`config.mk`:
```
export PLATFORM = sky130hd
export DESIGN_NAME = modular_exponentiation_core
export DESIGN_NICKNAME = d
export VERILOG_FILES = /design/src/hw/rtl/mme_pkg.sv /design/src/hw/rtl/mme_mulmod.sv /design/src/hw/rtl/mme_seq.sv /design/src/hw/rtl/modular_exponentiation_core.sv
export SDC_FILE = /design/constraint.sdc
export NUM_CORES = 1
export LEC_CHECK = 0
export BUFFER_PORTS_ARGS = -buffer_cell sky130_fd_sc_hd__buf_4
export CORE_MARGIN = 4
export CORE_UTILIZATION = 51
export CTS_CLUSTER_DIAMETER = 100
export DETAILED_ROUTE_END_ITERATION = 10
export GPL_TIMING_DRIVEN = 0
export HOLD_SLACK_MARGIN = 0.03
export PLACE_DENSITY = 0.65
export SLEW_MARGIN = 5
export SYNTH_ARGS = -nofsm -noshare
export SYNTH_HDL_FRONTEND = slang
export SYNTH_SLANG_ARGS = --single-unit
```
`constraint.sdc`:
```
create_clock -name clk_i -period 10.52 [get_ports clk_i]
set_clock_uncertainty 0.2 [all_clocks]
set_input_delay 0 -clock clk_i [delete_from_list [all_inputs] [get_ports clk_i]]
set_output_delay 0 -clock clk_i [all_outputs]
set_load 0.1 [all_outputs]
```
`src/hw/rtl/mme_pkg.sv`:
```
`timescale 1ns / 1ps
// ----------------------------------------------------------------------------
// mme_pkg: shared types and microcode for the modular exponentiation core
// Control word layout, sequencer status, register indexes and the program.
// ----------------------------------------------------------------------------
package mme_pkg;

  localparam int unsigned PC_W      = 4;
  localparam int unsigned CFG_IDX_W = 2;

  localparam logic [CFG_IDX_W-1:0] CFG_EXPONENT = 2'd0;
  localparam logic [CFG_IDX_W-1:0] CFG_MODULUS  = 2'd1;

  typedef enum logic [3:0] {
    ACT_NONE    = 4'd0,
    ACT_LOAD    = 4'd1,
    ACT_RED_GO  = 4'd2,
    ACT_MACC_GO = 4'd3,
    ACT_MSQ_GO  = 4'd4,
    ACT_WR_SQ   = 4'd5,
    ACT_WR_ACC  = 4'd6,
    ACT_SHIFT   = 4'd7,
    ACT_EMIT    = 4'd8
  } act_e;

  typedef enum logic [2:0] {
    C_NEXT     = 3'd0,
    C_JUMP     = 3'd1,
    C_IN       = 3'd2,
    C_UNIT     = 3'd3,
    C_OUT      = 3'd4,
    C_EZERO    = 3'd5,
    C_EBIT_CLR = 3'd6
  } cond_e;

  typedef struct packed {
    act_e            act;
    cond_e           cond;
    logic [PC_W-1:0] target;
  } uword_t;

  typedef struct packed {
    logic in_fire;
    logic unit_done;
    logic out_free;
    logic e_zero;
    logic e_bit0;
  } seq_stat_t;

  typedef struct packed {
    act_e act;
    logic fire;
  } seq_ctrl_t;

  localparam logic [PC_W-1:0] PC_IDLE  = 4'd0;
  localparam logic [PC_W-1:0] PC_BIT   = 4'd4;
  localparam logic [PC_W-1:0] PC_SHIFT = 4'd7;
  localparam logic [PC_W-1:0] PC_EMIT  = 4'd11;

  function automatic uword_t ucode(input logic [PC_W-1:0] pc);
    uword_t w;
    w = '{act: ACT_NONE, cond: C_JUMP, target: PC_IDLE};
    case (pc)
      4'd0:    w = '{act: ACT_LOAD,    cond: C_IN,       target: PC_IDLE};
      4'd1:    w = '{act: ACT_NONE,    cond: C_EZERO,    target: PC_EMIT};
      4'd2:    w = '{act: ACT_RED_GO,  cond: C_NEXT,     target: PC_IDLE};
      4'd3:    w = '{act: ACT_WR_SQ,   cond: C_UNIT,     target: PC_BIT};
      4'd4:    w = '{act: ACT_NONE,    cond: C_EBIT_CLR, target: PC_SHIFT};
      4'd5:    w = '{act: ACT_MACC_GO, cond: C_NEXT,     target: PC_IDLE};
      4'd6:    w = '{act: ACT_WR_ACC,  cond: C_UNIT,     target: PC_SHIFT};
      4'd7:    w = '{act: ACT_SHIFT,   cond: C_NEXT,     target: PC_IDLE};
      4'd8:    w = '{act: ACT_NONE,    cond: C_EZERO,    target: PC_EMIT};
      4'd9:    w = '{act: ACT_MSQ_GO,  cond: C_NEXT,     target: PC_IDLE};
      4'd10:   w = '{act: ACT_WR_SQ,   cond: C_UNIT,     target: PC_BIT};
      4'd11:   w = '{act: ACT_EMIT,    cond: C_OUT,      target: PC_IDLE};
      default: w = '{act: ACT_NONE,    cond: C_JUMP,     target: PC_IDLE};
    endcase
    return w;
  endfunction

endpackage

```
`src/hw/rtl/mme_mulmod.sv`:
```
`timescale 1ns / 1ps
// ----------------------------------------------------------------------------
// mme_mulmod: bit-serial modular multiply and reduce unit
// Scans operand b from the top bit, one bit per cycle. Multiply mode forms
// a*b mod m by double-and-add; reduce mode forms b mod m by shift-subtract.
// A zero modulus wraps at WIDTH bits.
// ----------------------------------------------------------------------------
module mme_mulmod #(
  parameter int unsigned WIDTH = 32
) (
  input  logic             clk_i,
  input  logic             rst_ni,
  input  logic             start_i,
  input  logic             red_i,
  input  logic [WIDTH-1:0] a_i,
  input  logic [WIDTH-1:0] b_i,
  input  logic [WIDTH-1:0] mod_i,
  output logic             done_o,
  output logic [WIDTH-1:0] res_o
);

  localparam int unsigned CNT_W = $clog2(WIDTH);

  logic             busy_q, busy_d;
  logic             done_q, done_d;
  logic             red_q, red_d;
  logic [CNT_W-1:0] cnt_q, cnt_d;
  logic [WIDTH-1:0] r_q, r_d;
  logic [WIDTH-1:0] a_q, a_d;
  logic [WIDTH-1:0] b_q, b_d;

  logic             mod_nz;
  logic [WIDTH:0]   mod_ext;
  logic [WIDTH:0]   dbl;
  logic [WIDTH:0]   dbl_red;
  logic [WIDTH:0]   sum;
  logic [WIDTH:0]   sum_red;
  logic             b_top;

  assign mod_nz  = |mod_i;
  assign mod_ext = {1'b0, mod_i};
  assign b_top   = b_q[WIDTH-1];

  always_comb begin
    dbl     = {r_q, (red_q & b_top)};
    dbl_red = (mod_nz && dbl >= mod_ext) ? dbl - mod_ext : dbl;
    sum     = {1'b0, dbl_red[WIDTH-1:0]} + {1'b0, a_q};
    sum_red = (mod_nz && sum >= mod_ext) ? sum - mod_ext : sum;
  end

  always_comb begin
    busy_d = busy_q;
    done_d = 1'b0;
    red_d  = red_q;
    cnt_d  = cnt_q;
    r_d    = r_q;
    a_d    = a_q;
    b_d    = b_q;
    if (start_i) begin
      busy_d = 1'b1;
      red_d  = red_i;
      cnt_d  = CNT_W'(WIDTH - 1);
      r_d    = '0;
      a_d    = a_i;
      b_d    = b_i;
    end else if (busy_q) begin
      r_d = (!red_q && b_top) ? sum_red[WIDTH-1:0] : dbl_red[WIDTH-1:0];
      b_d = {b_q[WIDTH-2:0], 1'b0};
      if (cnt_q == '0) begin
        busy_d = 1'b0;
        done_d = 1'b1;
      end else begin
        cnt_d = cnt_q - 1'b1;
      end
    end
  end

  always_ff @(posedge clk_i or negedge rst_ni) begin
    if (!rst_ni) begin
      busy_q <= 1'b0;
      done_q <= 1'b0;
    end else begin
      busy_q <= busy_d;
      done_q <= done_d;
    end
  end

  always_ff @(posedge clk_i) begin
    red_q <= red_d;
    cnt_q <= cnt_d;
    r_q   <= r_d;
    a_q   <= a_d;
    b_q   <= b_d;
  end

  assign done_o = done_q;
  assign res_o  = r_q;

endmodule

```
`src/hw/rtl/mme_seq.sv`:
```
`timescale 1ns / 1ps
// ----------------------------------------------------------------------------
// mme_seq: microcode sequencer
// Step counter over the control store with waits and conditional jumps.
// ----------------------------------------------------------------------------
module mme_seq (
  input  logic               clk_i,
  input  logic               rst_ni,
  input  mme_pkg::seq_stat_t stat_i,
  output mme_pkg::seq_ctrl_t ctrl_o
);

  import mme_pkg::*;

  logic [PC_W-1:0] pc_q, pc_d;
  logic [PC_W-1:0] pc_inc;
  uword_t          uw;
  logic            fire;

  assign uw     = ucode(pc_q);
  assign pc_inc = pc_q + 1'b1;

  always_comb begin
    fire = 1'b1;
    pc_d = pc_inc;
    case (uw.cond)
      C_NEXT: begin
        pc_d = pc_inc;
      end
      C_JUMP: begin
        pc_d = uw.target;
      end
      C_IN: begin
        fire = stat_i.in_fire;
        pc_d = fire ? pc_inc : pc_q;
      end
      C_UNIT: begin
        fire = stat_i.unit_done;
        pc_d = fire ? uw.target : pc_q;
      end
      C_OUT: begin
        fire = stat_i.out_free;
        pc_d = fire ? uw.target : pc_q;
      end
      C_EZERO: begin
        pc_d = stat_i.e_zero ? uw.target : pc_inc;
      end
      C_EBIT_CLR: begin
        pc_d = stat_i.e_bit0 ? pc_inc : uw.target;
      end
      default: begin
        fire = 1'b0;
        pc_d = PC_IDLE;
      end
    endcase
  end

  always_ff @(posedge clk_i or negedge rst_ni) begin
    if (!rst_ni) begin
      pc_q <= PC_IDLE;
    end else begin
      pc_q <= pc_d;
    end
  end

  assign ctrl_o.act  = uw.act;
  assign ctrl_o.fire = fire;

endmodule

```
`src/hw/rtl/modular_exponentiation_core.sv`:
```
`timescale 1ns / 1ps
// ----------------------------------------------------------------------------
// modular_exponentiation_core: base^exponent mod modulus
// Right-to-left square-and-multiply run by a microcoded sequencer over one
// shared bit-serial modular multiplier.
//
// Usage: write exponent (index 0) and modulus (index 1) on the cfg channel
// while the core is idle; a zero modulus wraps at WIDTH bits. Each input beat
// (in_valid_i high, in_stall_o low) carries one base; one output beat carries
// power. in_stall_o is low only while the sequencer waits for a beat, so one
// item is in work at a time.
// A zero exponent skips the multiplier: after the load step the sequencer
// checks the exponent and goes straight to the output step.
// The result sits in an output register: the next item is accepted while it
// waits, and a stalled result holds until taken; the sequencer waits at its
// final step only if the older result is still pending.
// Reset clears the sequencer and the output valid and sets exponent 0 and
// modulus 1.
// ----------------------------------------------------------------------------
module modular_exponentiation_core #(
  parameter int unsigned WIDTH = 32
) (
  input  logic                          clk_i,
  input  logic                          rst_ni,
  input  logic                          in_valid_i,
  output logic                          in_stall_o,
  input  logic [WIDTH-1:0]              base_i,
  output logic                          out_valid_o,
  input  logic                          out_stall_i,
  output logic [WIDTH-1:0]              power_o,
  input  logic                          cfg_valid_i,
  output logic                          cfg_ready_o,
  input  logic [mme_pkg::CFG_IDX_W-1:0] cfg_index_i,
  input  logic [WIDTH-1:0]              cfg_data_i
);

  import mme_pkg::*;

  localparam logic [WIDTH-1:0] One = WIDTH'(1);

  logic [WIDTH-1:0] exponent_q, exponent_d;
  logic [WIDTH-1:0] modulus_q, modulus_d;
  logic [WIDTH-1:0] e_q, e_d;
  logic [WIDTH-1:0] sq_q, sq_d;
  logic [WIDTH-1:0] acc_q, acc_d;
  logic [WIDTH-1:0] power_q, power_d;
  logic             out_valid_q, out_valid_d;

  seq_stat_t        stat;
  seq_ctrl_t        ctrl;
  logic             in_fire;
  logic             act_fire;
  logic             unit_start;
  logic             unit_red;
  logic [WIDTH-1:0] unit_a;
  logic             unit_done;
  logic [WIDTH-1:0] unit_res;

  assign cfg_ready_o = 1'b1;
  assign in_stall_o  = (ctrl.act != ACT_LOAD);
  assign in_fire     = in_valid_i && !in_stall_o;
  assign act_fire    = ctrl.fire;

  assign stat.in_fire   = in_fire;
  assign stat.unit_done = unit_done;
  assign stat.out_free  = !out_valid_q || !out_stall_i;
  assign stat.e_zero    = (e_q == '0);
  assign stat.e_bit0    = e_q[0];

  mme_seq u_seq (
    .clk_i  (clk_i),
    .rst_ni (rst_ni),
    .stat_i (stat),
    .ctrl_o (ctrl)
  );

  assign unit_start = (ctrl.act == ACT_RED_GO) || (ctrl.act == ACT_MACC_GO)
                   || (ctrl.act == ACT_MSQ_GO);
  assign unit_red   = (ctrl.act == ACT_RED_GO);
  assign unit_a     = (ctrl.act == ACT_MACC_GO) ? acc_q : sq_q;

  mme_mulmod #(
    .WIDTH (WIDTH)
  ) u_mulmod (
    .clk_i   (clk_i),
    .rst_ni  (rst_ni),
    .start_i (unit_start),
    .red_i   (unit_red),
    .a_i     (unit_a),
    .b_i     (sq_q),
    .mod_i   (modulus_q),
    .done_o  (unit_done),
    .res_o   (unit_res)
  );

  always_comb begin
    exponent_d = exponent_q;
    modulus_d  = modulus_q;
    if (cfg_valid_i) begin
      case (cfg_index_i)
        CFG_EXPONENT: exponent_d = cfg_data_i;
        CFG_MODULUS:  modulus_d  = cfg_data_i;
        default:      ;
      endcase
    end
  end

  always_comb begin
    e_d   = e_q;
    sq_d  = sq_q;
    acc_d = acc_q;
    if (act_fire) begin
      case (ctrl.act)
        ACT_LOAD: begin
          e_d   = exponent_q;
          sq_d  = base_i;
          acc_d = (modulus_q == One && exponent_q != '0) ? '0 : One;
        end
        ACT_WR_SQ:  sq_d  = unit_res;
        ACT_WR_ACC: acc_d = unit_res;
        ACT_SHIFT:  e_d   = {1'b0, e_q[WIDTH-1:1]};
        default:    ;
      endcase
    end
  end

  always_comb begin
    out_valid_d = out_valid_q;
    power_d     = power_q;
    if (act_fire && ctrl.act == ACT_EMIT) begin
      out_valid_d = 1'b1;
      power_d     = acc_q;
    end else if (out_valid_q && !out_stall_i) begin
      out_valid_d = 1'b0;
    end
  end

  always_ff @(posedge clk_i or negedge rst_ni) begin
    if (!rst_ni) begin
      exponent_q  <= '0;
      modulus_q   <= One;
      out_valid_q <= 1'b0;
    end else begin
      exponent_q  <= exponent_d;
      modulus_q   <= modulus_d;
      out_valid_q <= out_valid_d;
    end
  end

  always_ff @(posedge clk_i) begin
    e_q     <= e_d;
    sq_q    <= sq_d;
    acc_q   <= acc_d;
    power_q <= power_d;
  end

  assign out_valid_o = out_valid_q;
  assign power_o     = power_q;

  a_done_in_wait: assert property (@(posedge clk_i) disable iff (!rst_ni)
    unit_done |-> (ctrl.act == ACT_WR_SQ || ctrl.act == ACT_WR_ACC))
    else $error("multiplier finished outside a write-back step");

  a_busy_after_accept: assert property (@(posedge clk_i) disable iff (!rst_ni)
    in_fire |=> in_stall_o)
    else $error("input taken again right after a beat");

  a_emit_valid: assert property (@(posedge clk_i) disable iff (!rst_ni)
    (act_fire && ctrl.act == ACT_EMIT) |=> out_valid_o)
    else $error("result emitted without output valid");

  a_start_idle: assert property (@(posedge clk_i) disable iff (!rst_ni)
    unit_start |=> !unit_done)
    else $error("multiplier reported done right after launch");

endmodule
```
==> parameters.txt, run 1 <==
Parameter                              Value

Clock network
  Number of buffers inserted by hold repair at cts ... 90
  CTS Sinks ... 301
  Root Buffer Master ... sky130_fd_sc_hd__clkbuf_16
  Maximum number of buffers from clock root to sink ... 3
  Total of cells resized after clock tree synthesis ... 0
  Number of H-tree branching levels ... 2
  Post-CTS clock slew at the launch and capture registers of the worst setup and hold paths ... 60 ps
  Clk Latency, worst-skew pair ... 550 ps
  CTS tree ... done
  Number of buffers created by CTS ... 35
  Post-CTS setup buffers ... 0

Critical path
  Total buffers and inverters traversed by the critical path ... 7
  CP Max Fanout ... 10
  Classification of the worst setup path ... flop to flop
  CP endpoint kind ... flop
  Slowest library cell on the worst path ... sky130_fd_sc_hd__nor3b_1
  Critical Path Source Type ... flop
  Cell family with the largest share of critical-path delay ... compound AO/OA/AOI/OAI gates
  Flop2flop setup slack ... 450 ps
  Data required, critical path ... 10740 ps
  Largest stage delay on the critical path ... 630 ps
  Worst EP arrival ... 10280 ps

STA
  Fraction of the cycle the final worst path needs ... 95.68%
  Final number of hold-violating endpoints ... 0
  Setup-violating endpoint count in the final report ... 0
  Minimum period implied by the final worst setup slack ... 10070 ps
  RSZ-0062 raised after global routing ... false
  Slew @ Worst Pin ... 1200 ps
  Worst slew slack as a fraction of its limit ... 19.73%
  Total negative setup slack ... 0 ps
  Number of slew-limit violations in the final report ... 0
  Maximum clock frequency ... 99.35 MHz

Layout
  Most common cell after layout, fill and taps aside ... sky130_fd_sc_hd__edfxtp_1
  Number of nets in the layout ... 2167
  Leading cell types in the layout, fill and taps excluded ... sky130_fd_sc_hd__edfxtp_1 (193), sky130_fd_sc_hd__nand2_1 (189), sky130_fd_sc_hd__mux2_2 (185)
  Layout overhead on the synthesized area ... 19.55%
  Ratio of cells with drive above 1 in the final layout ... 20.08%

Routing
  Pre-antenna DRT Iters ... 5
  Mean routed wirelength per cell ... 23.18 um
  Total routed wirelength ... 57460 um
  Via-per-instance ratio ... 5.985
  Total DRC errors in the routed layout ... 0
  Routed via count ... 14840
  Drt initial violations ... 1133
  Remaining antenna violation count after routing ... 0

Global route
  Global-route wire length before repair ... 87370 um
  Vias in the first global route ... 14770
  Overflow after GRT ... 0
  Antenna violations before repair ... 0
  GR Util All Layers ... 29.22%
  Pin count of the biggest net entering global routing ... 71

Synth
  Post-synthesis instance area ... 18470 um^2
  Synth async-reset ratio ... 23.59%
  Netlist cell types ... 86
  Post-synth top area share ... 31.37%
  Dominant synthesized flop cell ... sky130_fd_sc_hd__edfxtp_1
  Main area contributors after synthesis ... sky130_fd_sc_hd__edfxtp_1 (31%), sky130_fd_sc_hd__mux2_2 (11%), sky130_fd_sc_hd__dfrtp_1 (9.5%), sky130_fd_sc_hd__ha_1 (6.9%), sky130_fd_sc_hd__dfxtp_1 (4.0%)
  #FFs+latches synth ... 301
  Nets in the synthesized netlist ... 1930
  Largest area contributor in the netlist ... sky130_fd_sc_hd__edfxtp_1
  Count of flip-flops with a built-in enable after synthesis ... 193
  Instance count of the mapped netlist ... 1754
  Mean area per synthesized cell ... 10.53 um^2
  Synth warnings ... 0
  Share of synthesized area occupied by flip-flops and latches ... 45.01%

Floorplan
  X dimension of the die ... 198.3 um
  Number of top-level pins ... 106
  Core area ... 35660 um^2
  Die Y ... 198.3 um
  Die ar. ... 39330 um^2
  Initial standard-cell utilization of the core ... 51.81%
  Num rows ... 69

Min path
  Class of the most critical hold timing path ... primary input to flop

Status
  Run status ... completed

Placement
  Gpl congestion ... 0.9725
  IO buf count ... 104
  Sum of net half-perimeters after detailed placement ... 43170 um

Flow run
  Max-cap violations ... 0
## layer usage
| metal | vias up | wire, um | global-route usage [%] |
|---|---|---|---|
| met3 | 100 | 4546 | 6.398 |
| met1 | 7177 | 24710 | 39.71 |
| met4 | 0 | 1830 | 9.946 |
| li1 | 7004 | - | - |
| met2 | 557 | 26380 | 46.67 |
| met5 | - | 0 | 0 |
## final cells by class
cell class,count,area [um^2]
inverter,69,259.0
sequential,301,8314
timing repair buffer,200,1827
fill,2965,13570
tap,461,576.8
clock inverter,15,147.6
multi-input combinational,1306,9569
antenna,1,2.502
buffer,78,370.4
clock buffer,48,1018
## kinds of logic after synthesis
| kind of cell | after synthesis | share of synthesized area, % |
|---|---|---|
| adders and majority gates | 105 | 7.233 |
| muxes | 217 | 13.12 |
| and+or+nand+nor | 503 | 13.11 |
| DFF | 301 | 45.01 |
| AOI/OAI and AO/OA | 396 | 14.13 |
| xor gates and xnor gates | 84 | 3.982 |
| buffers and inverters | 147 | 3.400 |
| other | 1 | 0.02030 |
## metrics by stage
| step | area [um^2] | std cells | setup WS, ps | util [%] | hold WS (ps) |
|---|---|---|---|---|---|
| 5_1_grt | 22080 | 2478 | 98.67 | 61.93 | 47.93 |
| 3_5_place_dp | 20000 | 2325 | 678.0 | 56.09 | -13.96 |
| 2_1_floorplan | 18470 | 1754 | 3498 | - | -495.6 |
| 3_3_place_gp | 19830 | 2319 | 645.4 | 55.62 | -14.62 |
| 6_report | 22080 | 2479 | 454.5 | 61.94 | 51.78 |
| 4_1_cts | 22080 | 2478 | 595.5 | 61.93 | 31.23 |
## flip-flops by register name (all words and copies together), names as in the netlist, 5 cells and up
name            count
power_o            32
sq_q               32
exponent_q         32
e_q                32
modulus_q          32
acc_q              32
u_mulmod.cnt_q      5
u_mulmod.b_q       32
u_mulmod.a_q       32
u_mulmod.res_o     32
## synthesized netlist by cell type, types with 5 or more instances
| master | n |
|---|---|
| sky130_fd_sc_hd__a211o_1 | 10 |
| sky130_fd_sc_hd__a211oi_1 | 19 |
| sky130_fd_sc_hd__a21boi_0 | 5 |
| sky130_fd_sc_hd__a21o_1 | 40 |
| sky130_fd_sc_hd__a21oi_1 | 104 |
| sky130_fd_sc_hd__a221oi_1 | 5 |
| sky130_fd_sc_hd__a31o_2 | 7 |
| sky130_fd_sc_hd__a31oi_1 | 15 |
| sky130_fd_sc_hd__and2_1 | 9 |
| sky130_fd_sc_hd__and3_1 | 41 |
| sky130_fd_sc_hd__buf_2 | 10 |
| sky130_fd_sc_hd__clkbuf_1 | 54 |
| sky130_fd_sc_hd__dfrtp_1 | 70 |
| sky130_fd_sc_hd__dfxtp_1 | 37 |
| sky130_fd_sc_hd__edfxtp_1 | 193 |
| sky130_fd_sc_hd__ha_1 | 102 |
| sky130_fd_sc_hd__inv_1 | 69 |
| sky130_fd_sc_hd__mux2_2 | 185 |
| sky130_fd_sc_hd__mux2i_1 | 27 |
| sky130_fd_sc_hd__nand2_1 | 189 |
| sky130_fd_sc_hd__nand2b_1 | 18 |
| sky130_fd_sc_hd__nand3_1 | 39 |
| sky130_fd_sc_hd__nand3b_1 | 5 |
| sky130_fd_sc_hd__nand4_1 | 23 |
| sky130_fd_sc_hd__nor2_1 | 89 |
| sky130_fd_sc_hd__nor2b_1 | 15 |
| sky130_fd_sc_hd__nor3_1 | 20 |
| sky130_fd_sc_hd__nor4_1 | 30 |
| sky130_fd_sc_hd__o211ai_1 | 18 |
| sky130_fd_sc_hd__o21a_1 | 19 |
| sky130_fd_sc_hd__o21ai_0 | 80 |
| sky130_fd_sc_hd__o21ai_1 | 6 |
| sky130_fd_sc_hd__o21bai_1 | 15 |
| sky130_fd_sc_hd__o31ai_1 | 11 |
| sky130_fd_sc_hd__or3_1 | 8 |
| sky130_fd_sc_hd__xnor2_1 | 54 |
| sky130_fd_sc_hd__xor2_1 | 30 |
## worst reg2reg max path, delay by kind of cell, from the launching register on
family,cells,cell delay (ps)
AOI/OAI and AO/OA,11,3190
and+or+nand+nor,10,2930
buffers and inverters,7,1720
adders and majority gates,3,860
DFF,1,370
muxes,1,340
xor gates and xnor gates,1,320
## path summary, 6_finish.rpt
check / endpoint / depth (start not counted) / from
worst max-delay path: u_mulmod.res_o[19]$_SDFFE_PN0P_ / 33 / modulus_q[27]$_DFFE_PN0P_
worst min-delay path: exponent_q[25]$_DFFE_PN0P_ / 3 / cfg_data_i[25]
worst max register to register: u_mulmod.res_o[19]$_SDFFE_PN0P_ / 33 / modulus_q[27]$_DFFE_PN0P_
worst min register to register: power_o[18]$_DFFE_PP_ / 0 / acc_q[18]$_SDFFCE_PN0P_
max in group asynchronous: modulus_q[6]$_DFFE_PN0P_ / 4 / rst_ni
min in group asynchronous: modulus_q[0]$_DFFE_PN1P_ / 3 / rst_ni
Power of run 1 is not shown: default switching activity piles up to over one toggle a cycle in this logic, so the estimate is an artifact.
==> run 2, diff against run 1 <==
--- a/config.mk
+++ b/config.mk
@@ -5,14 +5,15 @@
 export SDC_FILE = /design/constraint.sdc
 export NUM_CORES = 1
 export LEC_CHECK = 0
-export BUFFER_PORTS_ARGS = -buffer_cell sky130_fd_sc_hd__buf_4
+export ABC_CLOCK_PERIOD_IN_PS = 10520
 export CORE_MARGIN = 4
 export CORE_UTILIZATION = 51
 export CTS_CLUSTER_DIAMETER = 100
 export DETAILED_ROUTE_END_ITERATION = 10
+export DONT_BUFFER_PORTS = 1
 export GPL_TIMING_DRIVEN = 0
 export HOLD_SLACK_MARGIN = 0.03
-export PLACE_DENSITY = 0.65
+export PLACE_DENSITY = 0.62
 export SLEW_MARGIN = 5
 export SYNTH_ARGS = -nofsm -noshare
 export SYNTH_HDL_FRONTEND = slang
==> run 2 against run 1 <==
Non-clock buffer count decreased by 26; global-route usage up 0.050 points; design area is 0.35% lower; sequential share of layout area up 0.13 points; via count rose by 0.47%; count of clock-buffer cells in the layout down 5; flip-flop and latch count unchanged; worst setup slack lost 25 ps; maximum frequency down 0.24%; critical path depth unchanged.
==> parameters.txt, run 2 (synthesis results as in run 1) <==
Parameter                              Value

Layout
  Layout overhead on the synthesized area ... 19.13% (was 19.55%)
  Count of placed standard cells in the final layout, fillers left out ... 2450 (was 2479)
  Antenna Cells ... 0 (was 1)
  Register cell area after layout ... 8314 um^2 (unchanged)
  Ratio of cells with drive above 1 in the final layout ... 14.93% (was 20.08%)
  Leading cell types in the layout, fill and taps excluded ... sky130_fd_sc_hd__edfxtp_1 (193), sky130_fd_sc_hd__nand2_1 (189), sky130_fd_sc_hd__mux2_2 (185) (unchanged)
  Multi-input gate area ... 9569 um^2 (unchanged)
  Most common cell after layout, fill and taps aside ... sky130_fd_sc_hd__edfxtp_1 (unchanged)
  Fill cell count ... 2944 (was 2965)
  Number of nets in the layout ... 2141 (was 2167)

STA
  Worst slew slack as a fraction of its limit ... 23.35% (was 19.73%)
  Maximum clock frequency ... 99.11 MHz (was 99.35 MHz)
  RSZ-0062 raised after global routing ... false (unchanged)
  Total negative setup slack ... 0 ps (unchanged)
  Final worst-path setup slack ... 430.0 ps (was 454.5 ps)
  Setup-violating endpoint count in the final report ... 0 (unchanged)
  Final number of hold-violating endpoints ... 0 (unchanged)
  Fraction of the cycle the final worst path needs ... 95.91% (was 95.68%)
  Slew @ Worst Pin ... 1142 ps (was 1200 ps)
  Number of slew-limit violations in the final report ... 0 (unchanged)
  Minimum period implied by the final worst setup slack ... 10090 ps (was 10070 ps)

Routing
  Mean routed wirelength per cell ... 23.60 um (was 23.18 um)
  Remaining antenna violation count after routing ... 0 (unchanged)
  Routed via count ... 14910 (was 14840)
  Pre-antenna DRT Iters ... 5 (unchanged)
  Drt initial violations ... 1359 (was 1133)
  Via-per-instance ratio ... 6.085 (was 5.985)
  Total DRC errors in the routed layout ... 0 (unchanged)
  Total routed wirelength ... 57830 um (was 57460 um)

Clock network
  Number of buffers inserted by hold repair at cts ... 169 (was 90)
  Clk Latency, worst-skew pair ... 560 ps (was 550 ps)
  Total of cells resized after clock tree synthesis ... 0 (unchanged)
  Post-CTS setup buffers ... 0 (unchanged)
  Maximum number of buffers from clock root to sink ... 3 (unchanged)
  CTS tree ... done (unchanged)
  Number of H-tree branching levels ... 2 (unchanged)
  CTS Sinks ... 301 (unchanged)
  Root Buffer Master ... sky130_fd_sc_hd__clkbuf_16 (unchanged)
  Post-CTS clock slew at the launch and capture registers of the worst setup and hold paths ... 60 ps (about the same)
  Number of buffers created by CTS ... 35 (unchanged)

Global route
  Global-route wire length before repair ... 87710 um (was 87370 um)
  Antenna violations before repair ... 0 (unchanged)
  Pin count of the biggest net entering global routing ... 71 (unchanged)
  GR Util All Layers ... 29.27% (was 29.22%)
  Vias in the first global route ... 14620 (was 14770)
  Overflow after GRT ... 0 (unchanged)

Placement
  Sum of net half-perimeters after detailed placement ... 42340 um (was 43170 um)
  Gpl congestion ... 0.9712 (was 0.9725)
  IO buf count ... 0 (was 104)
  Post-Place Cells ... 2220 (was 2325)
  Worst-case setup slack after placement ... 650.8 ps (was 678.0 ps)

Flow run
  Max-cap violations ... 0 (unchanged)

Critical path
  Slowest library cell on the worst path ... sky130_fd_sc_hd__a31oi_1 (was sky130_fd_sc_hd__nor3b_1)
  Flop2flop setup slack ... 430 ps (was 450 ps)
  CP endpoint kind ... flop (unchanged)
  CP endpoint ... u_mulmod.res_o[27]$_SDFFE_PN0P_ (was u_mulmod.res_o[19]$_SDFFE_PN0P_)
  Number of cells on the worst reg-to-reg path ... 33 (unchanged)
  Cell type with the highest occurrence count on the critical path ... sky130_fd_sc_hd__ha_1
  Largest stage delay on the critical path ... 490 ps (was 630 ps)
  Critical Path Source Type ... flop (unchanged)
  Data required, critical path ... 10750 ps (was 10740 ps)
  Reg-to-reg startpoint ... u_mulmod.b_q[31]$_DFFE_PP_ (was modulus_q[27]$_DFFE_PN0P_)
  Classification of the worst setup path ... flop to flop (unchanged)
  Worst EP arrival ... 10320 ps (was 10280 ps)
  Critical Path Start ... u_mulmod.b_q[31]$_DFFE_PP_ (was modulus_q[27]$_DFFE_PN0P_)
  Crit Reg-Reg Endpoint ... u_mulmod.res_o[27]$_SDFFE_PN0P_ (was u_mulmod.res_o[19]$_SDFFE_PN0P_)
  CP Max Fanout ... 10 (unchanged)

Floorplan
  Num rows ... 69 (unchanged)
  Core area ... 35660 um^2 (unchanged)
  Initial standard-cell utilization of the core ... 51.81% (unchanged)
  X dimension of the die ... 198.3 um (unchanged)
  Die ar. ... 39330 um^2 (unchanged)
  Number of top-level pins ... 106 (unchanged)
  Die Y ... 198.3 um (unchanged)

Min path
  Class of the most critical hold timing path ... primary input to flop (unchanged)
  Start point of the worst hold path ... base_i[10] (was cfg_data_i[25])

Status
  Run status ... completed (unchanged)
run 2: worst min-delay path by stage:
stage / end / slack (ps) / depth (start not counted)
final: sq_q[10]$_DFFE_PP_ / 50 / 2
after global routing: sq_q[10]$_DFFE_PP_ / 40 / 2
after CTS: sq_q[10]$_DFFE_PP_ / 30 / 2
after detailed placement: out_valid_o$_DFFE_PN0P_ / -490 / 0
after global placement: out_valid_o$_DFFE_PN0P_ / -490 / 0
after floorplan: exponent_q[0]$_DFFE_PN0P_ / -500 / 0
run 2: area by class of cell:
type / count / area share [%]
Tap cell: 461 / 2.621
Buffer: 78 / 1.683
Timing Repair Buffer: 174 / 8.300
Inverter: 69 / 1.177
Clock buffer: 43 / 4.207
Multi-Input combinational cell: 1306 / 43.48
Clock inverter: 18 / 0.7561
Sequential cell: 301 / 37.78
run 2: through the flow:
stage	utilization (%)	instance area, um^2	hold slack (ps)
finish	61.73	22010	45.27
detailed placement	53.82	19190	-493.2
CTS	61.73	22010	30.38
global route	61.73	22010	43.07
global placement	53.43	19050	-493.6
floorplan	-	18470	-495.6
run 2: per-layer routing:
layer  up-vias  GRT usage, %  wire, um
li1       6956             -         -
met1      7250         41.21     25380
met2       614         46.66     26220
met3        88         5.649      4618
met4         0         7.983      1609
met5         -             0         0
run 2: critical path: cells and delay by family (launching register included):
family,cells,cell delay (ps)
xor+xnor,1,440
flops,1,450
simple gates,9,2340
compound gates,11,3380
mux,2,650
buf+inv,6,1330
fa+ha+maj,4,1120
Power of run 2 is left out for the same reason.
==> run 3, diff against run 2 <==
--- a/config.mk
+++ b/config.mk
@@ -5,7 +5,7 @@
 export SDC_FILE = /design/constraint.sdc
 export NUM_CORES = 1
 export LEC_CHECK = 0
-export ABC_CLOCK_PERIOD_IN_PS = 10520
+export ABC_CLOCK_PERIOD_IN_PS = 8500
 export CORE_MARGIN = 4
 export CORE_UTILIZATION = 51
 export CTS_CLUSTER_DIAMETER = 100
@@ -13,7 +13,7 @@
 export DONT_BUFFER_PORTS = 1
 export GPL_TIMING_DRIVEN = 0
 export HOLD_SLACK_MARGIN = 0.03
-export PLACE_DENSITY = 0.62
+export PLACE_DENSITY = 0.65
 export SLEW_MARGIN = 5
 export SYNTH_ARGS = -nofsm -noshare
 export SYNTH_HDL_FRONTEND = slang
==> constraint.sdc (replaced) <==
create_clock -name clk_i -period 8.5 [get_ports clk_i]
set_clock_uncertainty 0.2 [all_clocks]
set_input_delay 0 -clock clk_i [delete_from_list [all_inputs] [get_ports clk_i]]
set_output_delay 0 -clock clk_i [all_outputs]
set_load 0.1 [all_outputs]
==> run 3 against run 2 <==
Routed wire length is 0.78% higher; non-clock buffer count is 11 higher; flip-flop and latch count stayed put; utilization is 1.9 points higher; count of clock-buffer cells in the layout is 7 higher; maximum frequency is 22% higher; global-route usage is 0.12 points lower; critical path depth is 2 higher; cell count is 0.49% higher; hold slack worse by 4.7 ps; first-iteration DRC count is 6.9% lower; register-to-register slack worse by 180 ps; highest routed layer unchanged.
==> parameters.txt, run 3 (synthesis results as in run 1) <==
Parameter                              Value

Routing
  Routed via count ... 15020 (was 14910)
  Total DRC errors in the routed layout ... 0 (unchanged)
  Via-per-instance ratio ... 6.100 (was 6.085)
  Drt initial violations ... 1265 (was 1359)
  Remaining antenna violation count after routing ... 0 (unchanged)
  Pre-antenna DRT Iters ... 5 (unchanged)
  Total routed wirelength ... 58280 um (was 57830 um)
  Mean routed wirelength per cell ... 23.67 um (was 23.60 um)

Critical path
  Critical Path Source Type ... flop (unchanged)
  Worst EP arrival ... 8520 ps (was 10320 ps)
  Largest stage delay on the critical path ... 450 ps (was 490 ps)
  Slowest library cell on the worst path ... sky130_fd_sc_hd__or3_4 (was sky130_fd_sc_hd__a31oi_1)
  Data required, critical path ... 8770 ps (was 10750 ps)
  Classification of the worst setup path ... flop to flop (unchanged)
  CP endpoint kind ... flop (unchanged)
  CP Max Fanout ... 10 (unchanged)

Floorplan
  Die Y ... 198.3 um (unchanged)
  Num rows ... 69 (unchanged)
  Die ar. ... 39330 um^2 (unchanged)
  Core area ... 35660 um^2 (unchanged)
  Number of top-level pins ... 106 (unchanged)
  X dimension of the die ... 198.3 um (unchanged)
  Initial standard-cell utilization of the core ... 51.81% (unchanged)

STA
  Maximum clock frequency ... 121.3 MHz (was 99.11 MHz)
  Minimum period implied by the final worst setup slack ... 8246 ps (was 10090 ps)
  Worst slew slack as a fraction of its limit ... 20.77% (was 23.35%)
  Fraction of the cycle the final worst path needs ... 97.01% (was 95.91%)
  Number of slew-limit violations in the final report ... 0 (unchanged)
  Final number of hold-violating endpoints ... 0 (unchanged)
  Slew @ Worst Pin ... 1184 ps (was 1142 ps)
  Setup-violating endpoint count in the final report ... 0 (unchanged)
  Total negative setup slack ... 0 ps (unchanged)

Clock network
  Clk Latency, worst-skew pair ... 540 ps (was 560 ps)
  CTS tree ... done (unchanged)
  Post-CTS clock slew at the launch and capture registers of the worst setup and hold paths ... 60 ps (about the same)
  CTS Sinks ... 301 (unchanged)
  Number of H-tree branching levels ... 2 (unchanged)
  Number of buffers created by CTS ... 34 (was 35)
  Root Buffer Master ... sky130_fd_sc_hd__clkbuf_16 (unchanged)
  Maximum number of buffers from clock root to sink ... 3 (unchanged)

Global route
  Overflow after GRT ... 0 (unchanged)
  GR Util All Layers ... 29.16% (was 29.27%)
  Vias in the first global route ... 14820 (was 14620)
  Antenna violations before repair ... 0 (unchanged)
  Global-route wire length before repair ... 87550 um (was 87710 um)
  Pin count of the biggest net entering global routing ... 71 (unchanged)

Layout
  Layout overhead on the synthesized area ... 22.76% (was 19.13%)
  Most common cell after layout, fill and taps aside ... sky130_fd_sc_hd__edfxtp_1 (unchanged)
  Number of nets in the layout ... 2151 (was 2141)
  Ratio of cells with drive above 1 in the final layout ... 19.44% (was 14.93%)
  Antenna Cells ... 0 (unchanged)
  Leading cell types in the layout, fill and taps excluded ... sky130_fd_sc_hd__edfxtp_1 (193), sky130_fd_sc_hd__nand2_1 (187), sky130_fd_sc_hd__mux2_2 (185) (was sky130_fd_sc_hd__edfxtp_1 (193), sky130_fd_sc_hd__nand2_1 (189), sky130_fd_sc_hd__mux2_2 (185))

Status
  Run status ... completed (unchanged)

Flow run
  Max-cap violations ... 0 (unchanged)

Placement
  Gpl congestion ... 0.9507 (was 0.9712)
  Sum of net half-perimeters after detailed placement ... 42280 um (was 42340 um)
  IO buf count ... 0 (unchanged)

Min path
  Class of the most critical hold timing path ... primary input to flop (unchanged)
[run 3: changes by cell type in the layout (fill, tap and decap cells not counted), moves of 5 or more]
| cell | delta |
|---|---|
| sky130_fd_sc_hd__dlygate4sd3_1 | -5 |
| sky130_fd_sc_hd__ha_4 | +5 |
| sky130_fd_sc_hd__a21oi_1 | -8 |
| sky130_fd_sc_hd__ha_1 | -12 |
| sky130_fd_sc_hd__ha_2 | +7 |
| sky130_fd_sc_hd__xnor2_2 | +9 |
| sky130_fd_sc_hd__a21oi_2 | +7 |
| sky130_fd_sc_hd__buf_4 | +22 |
| sky130_fd_sc_hd__xnor2_1 | -9 |
[run 3: layout make-up]
type                       count  area (um^2)
timing repair buffer         194         1998
tap                          461        576.8
buffer                        69        344.1
sequential                   301         8315
fill                        2859        12980
multi-input combinational   1306        10030
clock inverter                12        150.1
inverter                      69        259.0
clock buffer                  50         1005
[run 3: worst max-delay path, delay by kind of cell (launching register included)]
| family | cells | cell delay (ps) |
|---|---|---|
| compound gates | 12 | 2770 |
| xor+xnor | 1 | 350 |
| flops | 1 | 390 |
| fa+ha+maj | 4 | 1330 |
| simple gates | 9 | 1740 |
| mux | 2 | 380 |
| buf+inv | 7 | 980 |
[run 3: final timing paths]
kind | depth (start not counted) | slack [ps] | from | end
min reg2reg | 0 | 240 | acc_q[2]$_SDFFCE_PN0P_ | power_o[2]$_DFFE_PP_
min | 2 | 40 | base_i[27] | sq_q[27]$_DFFE_PP_
min in group asynchronous | 3 | 390 | rst_ni | modulus_q[0]$_DFFE_PN1P_
max in group asynchronous | 4 | 7330 | rst_ni | modulus_q[11]$_DFFE_PN0P_
max reg2reg | 35 | 250 | modulus_q[6]$_DFFE_PN0P_ | u_mulmod.res_o[10]$_SDFFE_PN0P_
max | 35 | 250 | modulus_q[6]$_DFFE_PN0P_ | u_mulmod.res_o[10]$_SDFFE_PN0P_
[run 3: through the flow]
stage / instance area (um^2) / setup WS, ps / cells / hold slack (ps) / util, %
2_1_floorplan: 18470 / 1478 / 1754 / -495.6 / -
3_3_place_gp: 19050 / -1175 / 2215 / -493.5 / 53.43
3_5_place_dp: 19210 / -1092 / 2221 / -493.4 / 53.88
4_1_cts: 22240 / 1.624 / 2450 / 31.91 / 62.36
5_1_grt: 22680 / -28.09 / 2462 / 53.16 / 63.61
6_report: 22680 / 253.9 / 2462 / 40.52 / 63.61
[run 3: per-layer routing]
metal  global-route usage, %  vias to the layer above  share of wire (%)
met5                       0                        -                  0
met4                   10.48                        0                3.5
met3                   5.292                      107                7.5
met2                   46.40                      584                 46
met1                   40.25                     7348                 43
li1                        -                     6978                  -
[run 3: timing repair]
item | CTS | global route
buffers inserted | 9 | 14
hold endpoints to repair | 172 | 0
hold buffers | 164 | 0
cloned | 0 | 1
pin swaps | 8 | 28
resized for setup | 30 | 68
setup endpoints to repair | 32 | 32
Power of run 3 is left out for the same reason.
